## src/hdl/rkh_ram.sv

```systemverilog
// Generic simple dual-port RAM: one write port, one registered read port.
// No dependencies.
module rkh_ram #(
  parameter int WIDTH = 8,
  parameter int DEPTH = 16
) (
  input  logic                                  clk,
  input  logic                                  we,
  input  logic [(DEPTH > 1 ? $clog2(DEPTH) : 1)-1:0] waddr,
  input  logic [WIDTH-1:0]                      wdata,
  input  logic [(DEPTH > 1 ? $clog2(DEPTH) : 1)-1:0] raddr,
  output logic [WIDTH-1:0]                      rdata
);

  logic [WIDTH-1:0] mem [DEPTH];

  always_ff @(posedge clk) begin
    if (we) begin
      mem[waddr] <= wdata;
    end
    rdata <= mem[raddr];
  end

endmodule

```

## config.mk

```make
export PLATFORM = sky130hd
export DESIGN_NAME = rkh_ram
export DESIGN_NICKNAME = d
export VERILOG_FILES = /design/src/hdl/rkh_ram.sv
export SDC_FILE = /design/constraint.sdc
export NUM_CORES = 1
export LEC_CHECK = 0
export ABC_CLOCK_PERIOD_IN_PS = 2900
export BUFFER_PORTS_ARGS = -buffer_cell sky130_fd_sc_hd__buf_2
export CAP_MARGIN = 20
export CORE_UTILIZATION = 65
export DETAILED_ROUTE_END_ITERATION = 12
export GPL_TIMING_DRIVEN = 0
export PLACE_DENSITY = 0.91
export SKIP_LAST_GASP = 1
export SYNTH_ARGS = -nofsm -noshare
export SYNTH_HDL_FRONTEND = slang
export SYNTH_SLANG_ARGS = --single-unit
```

## constraint.sdc

```tcl
create_clock -name clk -period 2.9 [get_ports clk]
set_input_delay 0.29 -clock clk [delete_from_list [all_inputs] [get_ports clk]]
set_output_delay 0.29 -clock clk [all_outputs]
set_load 0.02 [all_outputs]
```

Word level (Yosys, flattened, before mapping)
Memories as Yosys holds them, arrays and structs flattened. A register that Yosys moved wholly into a read port is not among the register bits.
Index checks and enable logic that the tools add are counted.
Widths: inputs -> output; s select.
{"block": "word_totals", "memories": 1, "mem_bits_rw": 128, "out_inout_bits": 8, "reg_bits": 0, "inputBits": 18}
{"memory": "mem", "words": 16, "word_bits": 8, "read_ports": 1, "rd_ports_with_merged_regs": 1, "write_ports": 1, "line": "15", "source": "logic [WIDTH-1:0] mem [DEPTH];"}
{"block": "classes", "n_mux": 2}
{"op": "$mux 1", "n": 2}

Depth between registers and ports, before layout
{"block": "logic_depth", "ltp_word": 2, "ltp_mapped": 5, "ltp_nobuf": 3}

Least setup slack after synthesis
Ideal clock, no wire load.
{"block": "synth_path", "path_kind": "input to register", "start": "in waddr[2] (netlist name)", "end": "mem mem[0][0], enable pin", "n_path_buf": 0, "setup_time_ns": 0.383, "t_arrival_ns": 1.400, "t_required_ns": 2.517, "cell_stages": 2, "path_slack_ns": 1.117, "cell_sequence": "or3b_2 -> nor3_1"}
{"element": "start: declaration", "line": "9", "source": "input logic [(DEPTH > 1 ? $clog2(DEPTH) : 1)-1:0] waddr,"}
{"element": "end: declaration", "line": "15"}
Straight into the memory's write port.

Final worst setup path
{"block": "layout_path", "start": "in waddr[2] (netlist name)", "end": "mem mem[0][3], enable pin"}
Straight into the memory's write port.

==> summary.txt <==
Largest stage delay, worst path: 620 ps
Worst Tran Pin Value: 866 ps
CP Data Arrival Time: 1850 ps
Seq/Total Area, Yosys: 77.8%
Vias in the first global route: 2418
Buffers and inverters on the worst path: 2
Final Critical Period: 1620 ps
Top cells by area, synth: edfxtp_1 75%, mux4_2 7.9%, mux4_1 7.1%
Largest net degree at the start of global routing: 17
Cells after DPL: 358
Layout cells sized above 1: 30.1%
Fin nets: 294
Synth top area share: 74.7%
Remaining DRCs: 0
Sequential Power Share: 48.5%
Final period utilization: 55.8%
CTS Buffer Depth: 2
Psw: 0.000953 W
Chip width: 91.0 um
Setup TNS: 0 ps
Clk_lat worst skew: 520 ps
Hold slack: 166 ps
Fmax: 0.618 GHz
Core area: 7690 um^2
Wire per inst: 26.1 um
Startpoint types: input pin
Post-route ant nets: 0
Wirelength, routed: 10.2 mm
CTS H-tree lvls: 4
Critical setup path kind: input pin to register
Family with the most delay on the worst path: simple AND/OR/NAND/NOR gates
Area delta synth->final: 16.8%
Starting density of the core: 67.0%
First-pass GRT wire length: 15.0 mm
Largest area contributor in the netlist: edfxtp_1
Warnings from Yosys: 0
Crit path top cell by count: buf_2
Ant. Diodes: 0
Vias/cell: 6.50
Clk pin slew, worst setup/hold paths: 60 ps
CTS tree: built
Total Routing Usage GR: 27.0%
Crit-path slowest cell: nor3_1
Mean area per synthesized cell: 22.5 um^2
Rows: 32
Filler instances: 363
Layout Skew: 8.65 ps
IO Port Bufs: 24
CP Capture Type: register
P_leak: 2.04 nW
Cell area after synthesis: 5150 um^2
Switching Share: 20.9%
RSZ-0062 raised after global routing: false
Hold Path Class: input pin to register
CTS root buf: clkbuf_8
Synthesis-stage register bit count: 136
Most frequent cells in the layout: 128 x edfxtp_1, 29 x buf_2, 18 x mux4_2
Combinational share of power: 5.0%
DR iter-0 viols: 220
WP data required: 3130 ps
Die H: 91.0 um
Clk pwr share: 46.5%
Post-CTS Resized: 0
I/O pin count: 26
Worst Path Max Fanout: 5
Vias post-DR: 2543
Placer Congestion: 0.770
Setup Viol. Count Final: 0
Pins Over Slew Limit: 0
Most common cell after layout, fill and taps aside: edfxtp_1
Power Density: 758 nW/um^2
Mapped Nets: 247
Clock sink total: 136
Max transition margin: 42.0%
Pint: 0.00360 W
CP Cell Sequence: buf_2 -> or3b_2 -> nor3_1 -> buf_2
Initial antenna violation count: 0
Final Hold Fails: 0
HPWL Detailed: 6.18 mm
Outcome: complete, no violations
Max Cap Viol: 0
Postcts setup bufs: 0
Gate Count Post-Synth: 229
Pre-antenna DRT Iters: 5
Post-Route Utilization: 78.2%
GRT overflow: 0
Die ar.: 8280 um^2
Peak VDD IR: 555 uV
Post-Layout Cell Count: 391
Cts hold-fix bufs: 0
Synth unique cells: 19
Cts bufs inserted: 17
[power groups by stage]
stage | logic (W) | registers [W] | clock network, W
2_1_floorplan | 0.000112 | 0.00226 | 0
3_3_place_gp | 0.000210 | 0.00225 | 0
3_5_place_dp | 0.000221 | 0.00225 | 0
4_1_cts | 0.000226 | 0.00221 | 0.00214
5_1_grt | 0.000239 | 0.00221 | 0.00221
6_report | 0.000226 | 0.00221 | 0.00212
[worst reg2reg max path, stage by stage (launching register included)]
cell	delay, ps
edfxtp_1	410
mux4_2	540
a22oi_1	270
nand2_1	130
[path summary, 6_finish.rpt]
kind                        start              endpoint  slack [ps]  cells after the start
min                      wdata[5]  mem[15][5]$_DFFE_PP_         170                      1
max reg2reg  mem[11][6]$_DFFE_PP_      rdata[6]$_DFF_P_        1420                      3
min reg2reg  mem[11][3]$_DFFE_PP_      rdata[3]$_DFF_P_         700                      3
max                      waddr[2]   mem[0][3]$_DFFE_PP_        1280                      4
[layout make-up]
class	instances	area (um^2)	share of cell area [%]
repair buffers	28	145	2.41
multi-input cells	83	1060	17.6
well taps	102	128	2.12
clock inverters	13	170	2.83
plain buffers	10	86.3	1.44
clock buffers	19	422	7.01
flip-flops and latches	136	4000	66.6
[stage by stage]
| stage | worst slack (ps) | cell area (um^2) | total power, W |
|---|---|---|---|
| global route | 1260 | 6010 | 0.00467 |
| CTS | 1300 | 6000 | 0.00457 |
| finish | 1280 | 6010 | 0.00456 |
| floorplan | 1120 | 5150 | 0.00238 |
| detailed placement | 748 | 5410 | 0.00247 |
| global placement | 621 | 5400 | 0.00246 |
[synth_stat cells]
master and n:
a22oi_1 16, and2_1 1, and2b_1 1, buf_2 3
buf_4 1, buf_6 3, clkdlybuf4s25_2 3, dfxtp_1 8
edfxtp_1 128, mux4_1 14, mux4_2 18, nand2_1 9
nand2b_1 2, nand3_1 1, nand3b_1 2, nor2_1 13
nor2b_1 1, nor3_1 4, or3b_2 1
[metal layers]
layer  global-route usage [%]  routed length, um  up-vias  part of all wire, %
met5                        0                  0        -                    0
met4                     11.5                257        0                  2.5
met3                     7.37                821       15                  8.1
met2                     39.5               5030      175                   49
met1                     39.6               4080     1281                   40
li1                         -                  -     1072                    -
[cells by family after synthesis]
kind of cell,share of synthesized area (%)
buffers and inverters,1.68
flip-flops,77.8
AND/OR/NAND/NOR,3.18
AO/OA/AOI/OAI,2.33
multiplexers,15.0
[state kept, by name, summed over array words and instances, names as in the netlist]
name / count
mem: 128
rdata: 8
Power figures use the tool's default switching activity.
