===== src/hdl/rkh_pkg.sv =====
// Shared constants and widths for the recurring key hour qualifier.
// No dependencies; imported by rkh_div and the top level.
package rkh_pkg;

  localparam int DEF_MAX_ENTRIES = 16;
  localparam int DEF_MAX_WINDOW  = 16;
  localparam int DEF_FP_BITS     = 64;

  localparam int SEC_W    = 32;
  localparam int HOUR_W   = 21;
  localparam int CFG_W    = 5;
  localparam int CFG_AW   = 2;
  localparam int SEC_PER_HOUR = 3600;

  // seconds / 3600 = (seconds >> 4) / 225, taken as a reciprocal multiply
  localparam int HOUR_SHIFT  = 4;
  localparam int RECIP_W     = 29;
  localparam int RECIP_SHIFT = 36;
  localparam logic [RECIP_W-1:0] HOUR_RECIP = 29'd305419897;

  localparam logic [CFG_AW-1:0] REG_WINDOW = 2'd0;
  localparam logic [CFG_AW-1:0] REG_MINHRS = 2'd1;
  localparam logic [CFG_AW-1:0] REG_CANDS  = 2'd2;

endpackage


===== src/hdl/rkh_div.sv =====
// Divide of seconds by seconds-per-hour through a reciprocal multiply.
// Depends on rkh_pkg.
module rkh_div (
  input  logic                      clk,
  input  logic                      rst_n,
  input  logic                      start,
  input  logic [rkh_pkg::SEC_W-1:0] seconds,
  output logic                      done,
  output logic [rkh_pkg::HOUR_W-1:0] hour
);
  import rkh_pkg::*;

  localparam int XW = SEC_W - HOUR_SHIFT;
  localparam int PW = XW + RECIP_W;

  logic [XW-1:0] x_r, x_nxt;
  logic [PW-1:0] prod_r, prod_nxt;
  logic          pend_r, pend_nxt;
  logic          done_r, done_nxt;

  always_comb begin
    x_nxt    = x_r;
    prod_nxt = prod_r;
    pend_nxt = pend_r;
    done_nxt = done_r;
    if (start) begin
      x_nxt    = seconds[SEC_W-1:HOUR_SHIFT];
      pend_nxt = 1'b1;
      done_nxt = 1'b0;
    end else if (pend_r) begin
      prod_nxt = PW'(x_r) * PW'(HOUR_RECIP);
      pend_nxt = 1'b0;
      done_nxt = 1'b1;
    end
  end

  always_ff @(posedge clk) begin
    if (!rst_n) begin
      pend_r <= 1'b0;
      done_r <= 1'b0;
    end else begin
      pend_r <= pend_nxt;
      done_r <= done_nxt;
    end
    x_r    <= x_nxt;
    prod_r <= prod_nxt;
  end

  assign done = done_r;
  assign hour = prod_r[RECIP_SHIFT +: HOUR_W];

endmodule


===== config.mk =====
export PLATFORM = sky130hd
export DESIGN_NAME = rkh_div
export DESIGN_NICKNAME = d
export VERILOG_FILES = /design/src/hdl/rkh_pkg.sv /design/src/hdl/rkh_div.sv
export SDC_FILE = /design/constraint.sdc
export NUM_CORES = 1
export LEC_CHECK = 0
export BUFFER_PORTS_ARGS = -buffer_cell sky130_fd_sc_hd__clkbuf_2
export CORE_ASPECT_RATIO = 0.75
export CORE_MARGIN = 2
export CORE_UTILIZATION = 38
export DETAILED_ROUTE_END_ITERATION = 10
export PLACE_DENSITY_LB_ADDON = 0.05
export SETUP_SLACK_MARGIN = 0.3
export SYNTH_ARGS = -nofsm -noshare
export SYNTH_HDL_FRONTEND = slang
export SYNTH_SLANG_ARGS = --single-unit

===== constraint.sdc =====
create_clock -name clk -period 20 [get_ports clk]
set_input_delay 2 -clock clk [delete_from_list [all_inputs] [get_ports clk]]
set_output_delay 2 -clock clk [all_outputs]
set_load 0.005 [all_outputs]

* Word level (Yosys, flattened, before mapping)
Index checks and enable logic that the tools add are counted.
** Word-level totals
- Word-level logic and storage cells :: 10
- Memories kept :: 0
- Memory bits (writable) :: 0
- Output and inout bits :: 22
- Latch bits :: 0
- Input port bits :: 35
- ROM bits :: 0
- Register bits :: 87
** Cells by class
- Muxes and demuxes :: 1
- Div/mod/pow operators :: 0
- Add/subtract/negate cells :: 0
- Bitwise operators :: 2
- Order comparisons :: 0
- Multiply operators :: 1
- Shift-type cells :: 0
- Reduce and logical (&&, ||, !) cells :: 2
- Eq/ne operators :: 0
** Operators by type and width (number)
- $mul 28x29->57 const B :: 1
- $not 1->1 :: 2
- $reduce_and 2->1 :: 1
- $reduce_or 2->1 :: 1
- $mux 1 :: 1

* Longest topological paths before layout
- Word-level depth :: 2
- Gate-level depth with buffers :: 22
- Mapped depth without buffers :: 22

* Worst setup path after synthesis
OpenSTA, ideal clock, no wires.
- Path type :: register -> register
- Start :: reg x_r[7]
- End :: reg prod_r[49] (data pin)
- Period minus slack after synthesis :: 6380 ps
- Buffers on the path :: 0
- Data required time :: 19740 ps
- Library setup time :: 260 ps
- Arrival time :: 6119 ps
- Setup slack :: 13620 ps
- Stages on the path, launching flop included :: 21
- Path through :: edfxtp_1 fa_1 inv_1 fa_1 inv_1 fa_1 inv_1 fa_1 fa_1 fa_1 fa_1 inv_1 ha_1 and3_1 a221o_1 a211oi_2 a311oi_2 o21ai_2 or3b_1 a311oi_2 xnor2_1
** Between the ends
- Longest elaborated chain between the ends :: 1
** RTL lines
- from (decl) :: RTL line rkh_div.sv:16 : logic [XW-1:0] x_r, x_nxt;
- from (signal assigned) :: RTL line rkh_div.sv:45 : x_r <= x_nxt;
- $mul 28x29->57 :: RTL line rkh_div.sv:31 : prod_nxt = PW'(x_r) * PW'(HOUR_RECIP);
- to (signal assigned) :: RTL line rkh_div.sv:46 : prod_r <= prod_nxt;
- to (decl) :: RTL line rkh_div.sv:17 : logic [PW-1:0] prod_r, prod_nxt;
Every way passes these cells.
A chain may end at the register's enable or synchronous reset.

* Final worst setup path
- Start :: reg x_r[8]
- End :: reg prod_r[54] (data pin)
Same word-level chain as after synthesis.

==> metrics <==
Syn Area/Cell 10.69 µm²; worst clock skew 0.02631 ns; kind of cell adding the most delay to the critical path adder cells; min-delay src pend_r; vias in the first global route 9,578; Clk Latency, worst-skew pair 0.33 ns; min-delay worst type register to register; Post-Synth XOR/XNOR Area 0.9359%; Routed Antenna Nets 0; remaining global-route overflow 0; syn_nets 1,941; adder-cell share of the synthesized area 67.35%; drt wl/cell 19.67 µm; Max transition margin 25.21%; H-tree Lvls 2; total of max-cap violations 0; top_reg_cell synth edfxtp_1; WP buf/inv 6; PortBufs 52; Die W 225.9 µm; status finished, final reports clean; Rows 60; DRC Markers 0; Synth Warn # 0; routability cong. 0.8678; Yosys reg bits 51; synthesized area 14,040 µm²; die area 38,510 µm²; Tmin final 8.167 ns; Async SR Flop Fraction 0%; setup_tns 0 ns; largest net degree at the start of global routing 32; Setup CP Type register to register; Setup Viol. Count Final 0; IO Pins 57; sequential fraction of the synthesis area 10.77%; largest family of logic cells by synthesized area adder cells; CP peak stage delay 0.76 ns; Vias 8,683; Routed WL 36,900 µm; most frequent cells in the layout inv_1 (447), ha_1 (322), fa_1 (271), clkbuf_2 (52), edfxtp_1 (49); Pins Over Slew Limit 0; core area 36,110 µm²; CP Capture Type register; Area growth syn-to-layout 7.692%; commonest non-fill, non-tap cell in the layout inv_1; via density per instance 4.628; Nets 2,006; Worst setup startpoint x_r[8]; Syn Inst Count 1,313; CP Data Required Time 20.01 ns; Synth Area in Simple Gates 3.699%; initial antenna violation count 0; gr usage total 21.15%; CP max-delay cell edfxtp_1; Die H 170.5 µm; 1st-pass router iterations 5; Final Hold Viols 0; effective utilization at floorplan 38.87%; Final period util 40.84%; hold buffers post-CTS 0; CP cell instances inv_1 > ha_1 > inv_1 > fa_1 > fa_1 > inv_1 > fa_1 > inv_1 > fa_1 > fa_1 > inv_1 > fa_1 > inv_1 > ha_1 > nand3_1 > nor2_1 > a32oi_1 > o221ai_1 > o21ai_2 > nor4bb_1 > or3b_2 > nand3_1; CP Max Fanout 8; clk buf depth 2; post-DP HPWL 32,560 µm; Fillers 3,630; initial detailed-routing violation count 468; Worst-Margin Slew 1.115 ns; Reg2Reg Launch Point x_r[8]; first-pass GRT wire length 58,910 µm; CP arrival 8.18 ns; clock-pin slew on the worst setup and hold paths 0.10 ns; CTS Buf Count 5; layout cell share with drive strength beyond 1 5.656%; Post-CTS Setup Bufs 0; CTS tree done; mux share of post-synthesis cell area 0.2139%; RSZ-0062 raised after global routing no; Post-CTS Resized 0; Max Clock Freq 122.4 MHz; crit start category register; Netlist cell types 50; Synth Area in Compound Gates 5.054%; number of synthesized flops with an enable pin 49; root buffer cell clkbuf_16; clk sinks 51
sequential cells by signal (all words and copies together) (netlist names):
name	flops
done	1
pend_r	1
prod_r	21
x_r	28
worst min-delay path, delay by kind of cell (launching register included):
family / cells / cell delay (ns)
DFF: 1 / 0.32
and+or+nand+nor: 2 / 0.14
stage by stage:
stage               setup WS (ns)  instances  hold slack [ns]  area (µm²)  utilization, %
global route                11.23       1875           0.5275       15110           41.86
finish                      11.83       1876           0.4980       15120           41.86
detailed placement          11.63       1867           0.4762       14970           41.46
floorplan                   13.62       1313           0.4534       14040               -
global placement            11.70       1867           0.4778       14970           41.46
CTS                         11.60       1875           0.4952       15110           41.86
cells by family (layout without fill, tap and decap cells):
kind of cell / Yosys count / in the layout
compound gates: 104 / 104
xor+xnor: 15 / 15
fa+ha+maj: 593 / 593
buf+inv: 448 / 514
flops: 51 / 51
mux: 3 / 3
other cells: 0 / 1
simple gates: 99 / 99
routing by layer:
| metal | up-vias | wire length (µm) | part of all wire (%) | global-route usage [%] |
|---|---|---|---|---|
| met5 | - | 0 | 0 | 0 |
| met4 | 0 | 209 | 0.57 | 2.275 |
| met3 | 11 | 2180 | 5.9 | 4.938 |
| met2 | 167 | 13280 | 36 | 26.73 |
| met1 | 4300 | 21230 | 58 | 35.95 |
| li1 | 4205 | - | - | - |
worst paths after layout:
| kind | end | slack [ns] | cells after the start |
|---|---|---|---|
| min reg2reg | done | 0.50 | 2 |
| max reg2reg | prod_r[54] | 11.83 | 22 |
| max | prod_r[54] | 11.83 | 22 |
| min | done | 0.50 | 2 |
cell usage after synthesis (3+ instances only):
cell type / instances / area share [%]
xor2_1: 5 / 0.31
nor3_1: 5 / 0.18
nand4_1: 4 / 0.18
xnor2_1: 10 / 0.62
ha_1: 322 / 29
inv_1: 447 / 12
o2111ai_1: 3 / 0.19
fa_1: 271 / 39
nand3_1: 9 / 0.32
and3_1: 8 / 0.36
and2_1: 7 / 0.31
nor2_1: 24 / 0.64
o21ai_0: 13 / 0.46
edfxtp_1: 49 / 10
nor2b_1: 6 / 0.27
nand2_1: 18 / 0.48
mux2i_1: 3 / 0.21
a31oi_1: 4 / 0.18
o21a_1: 3 / 0.16
a221o_1: 3 / 0.21
a21oi_1: 32 / 1.1
a21o_1: 23 / 1.2
or2_2: 5 / 0.22
o211ai_1: 4 / 0.21
cell type report:
cell class | count | area [µm²] | area share (%)
repair buffers | 59 | 312.8 | 2.069
well taps | 496 | 620.6 | 4.105
diodes | 1 | 2.502 | 0.01655
clock inverters | 2 | 16.27 | 0.1076
multi-input cells | 814 | 10850 | 71.75
inverters | 447 | 1678 | 11.10
flip-flops and latches | 51 | 1511 | 9.998
clock buffers | 6 | 128.9 | 0.8525
Power is left out: the tool's default activity adds up to more than one toggle a clock period on the data nets, which glitch-free logic cannot reach.
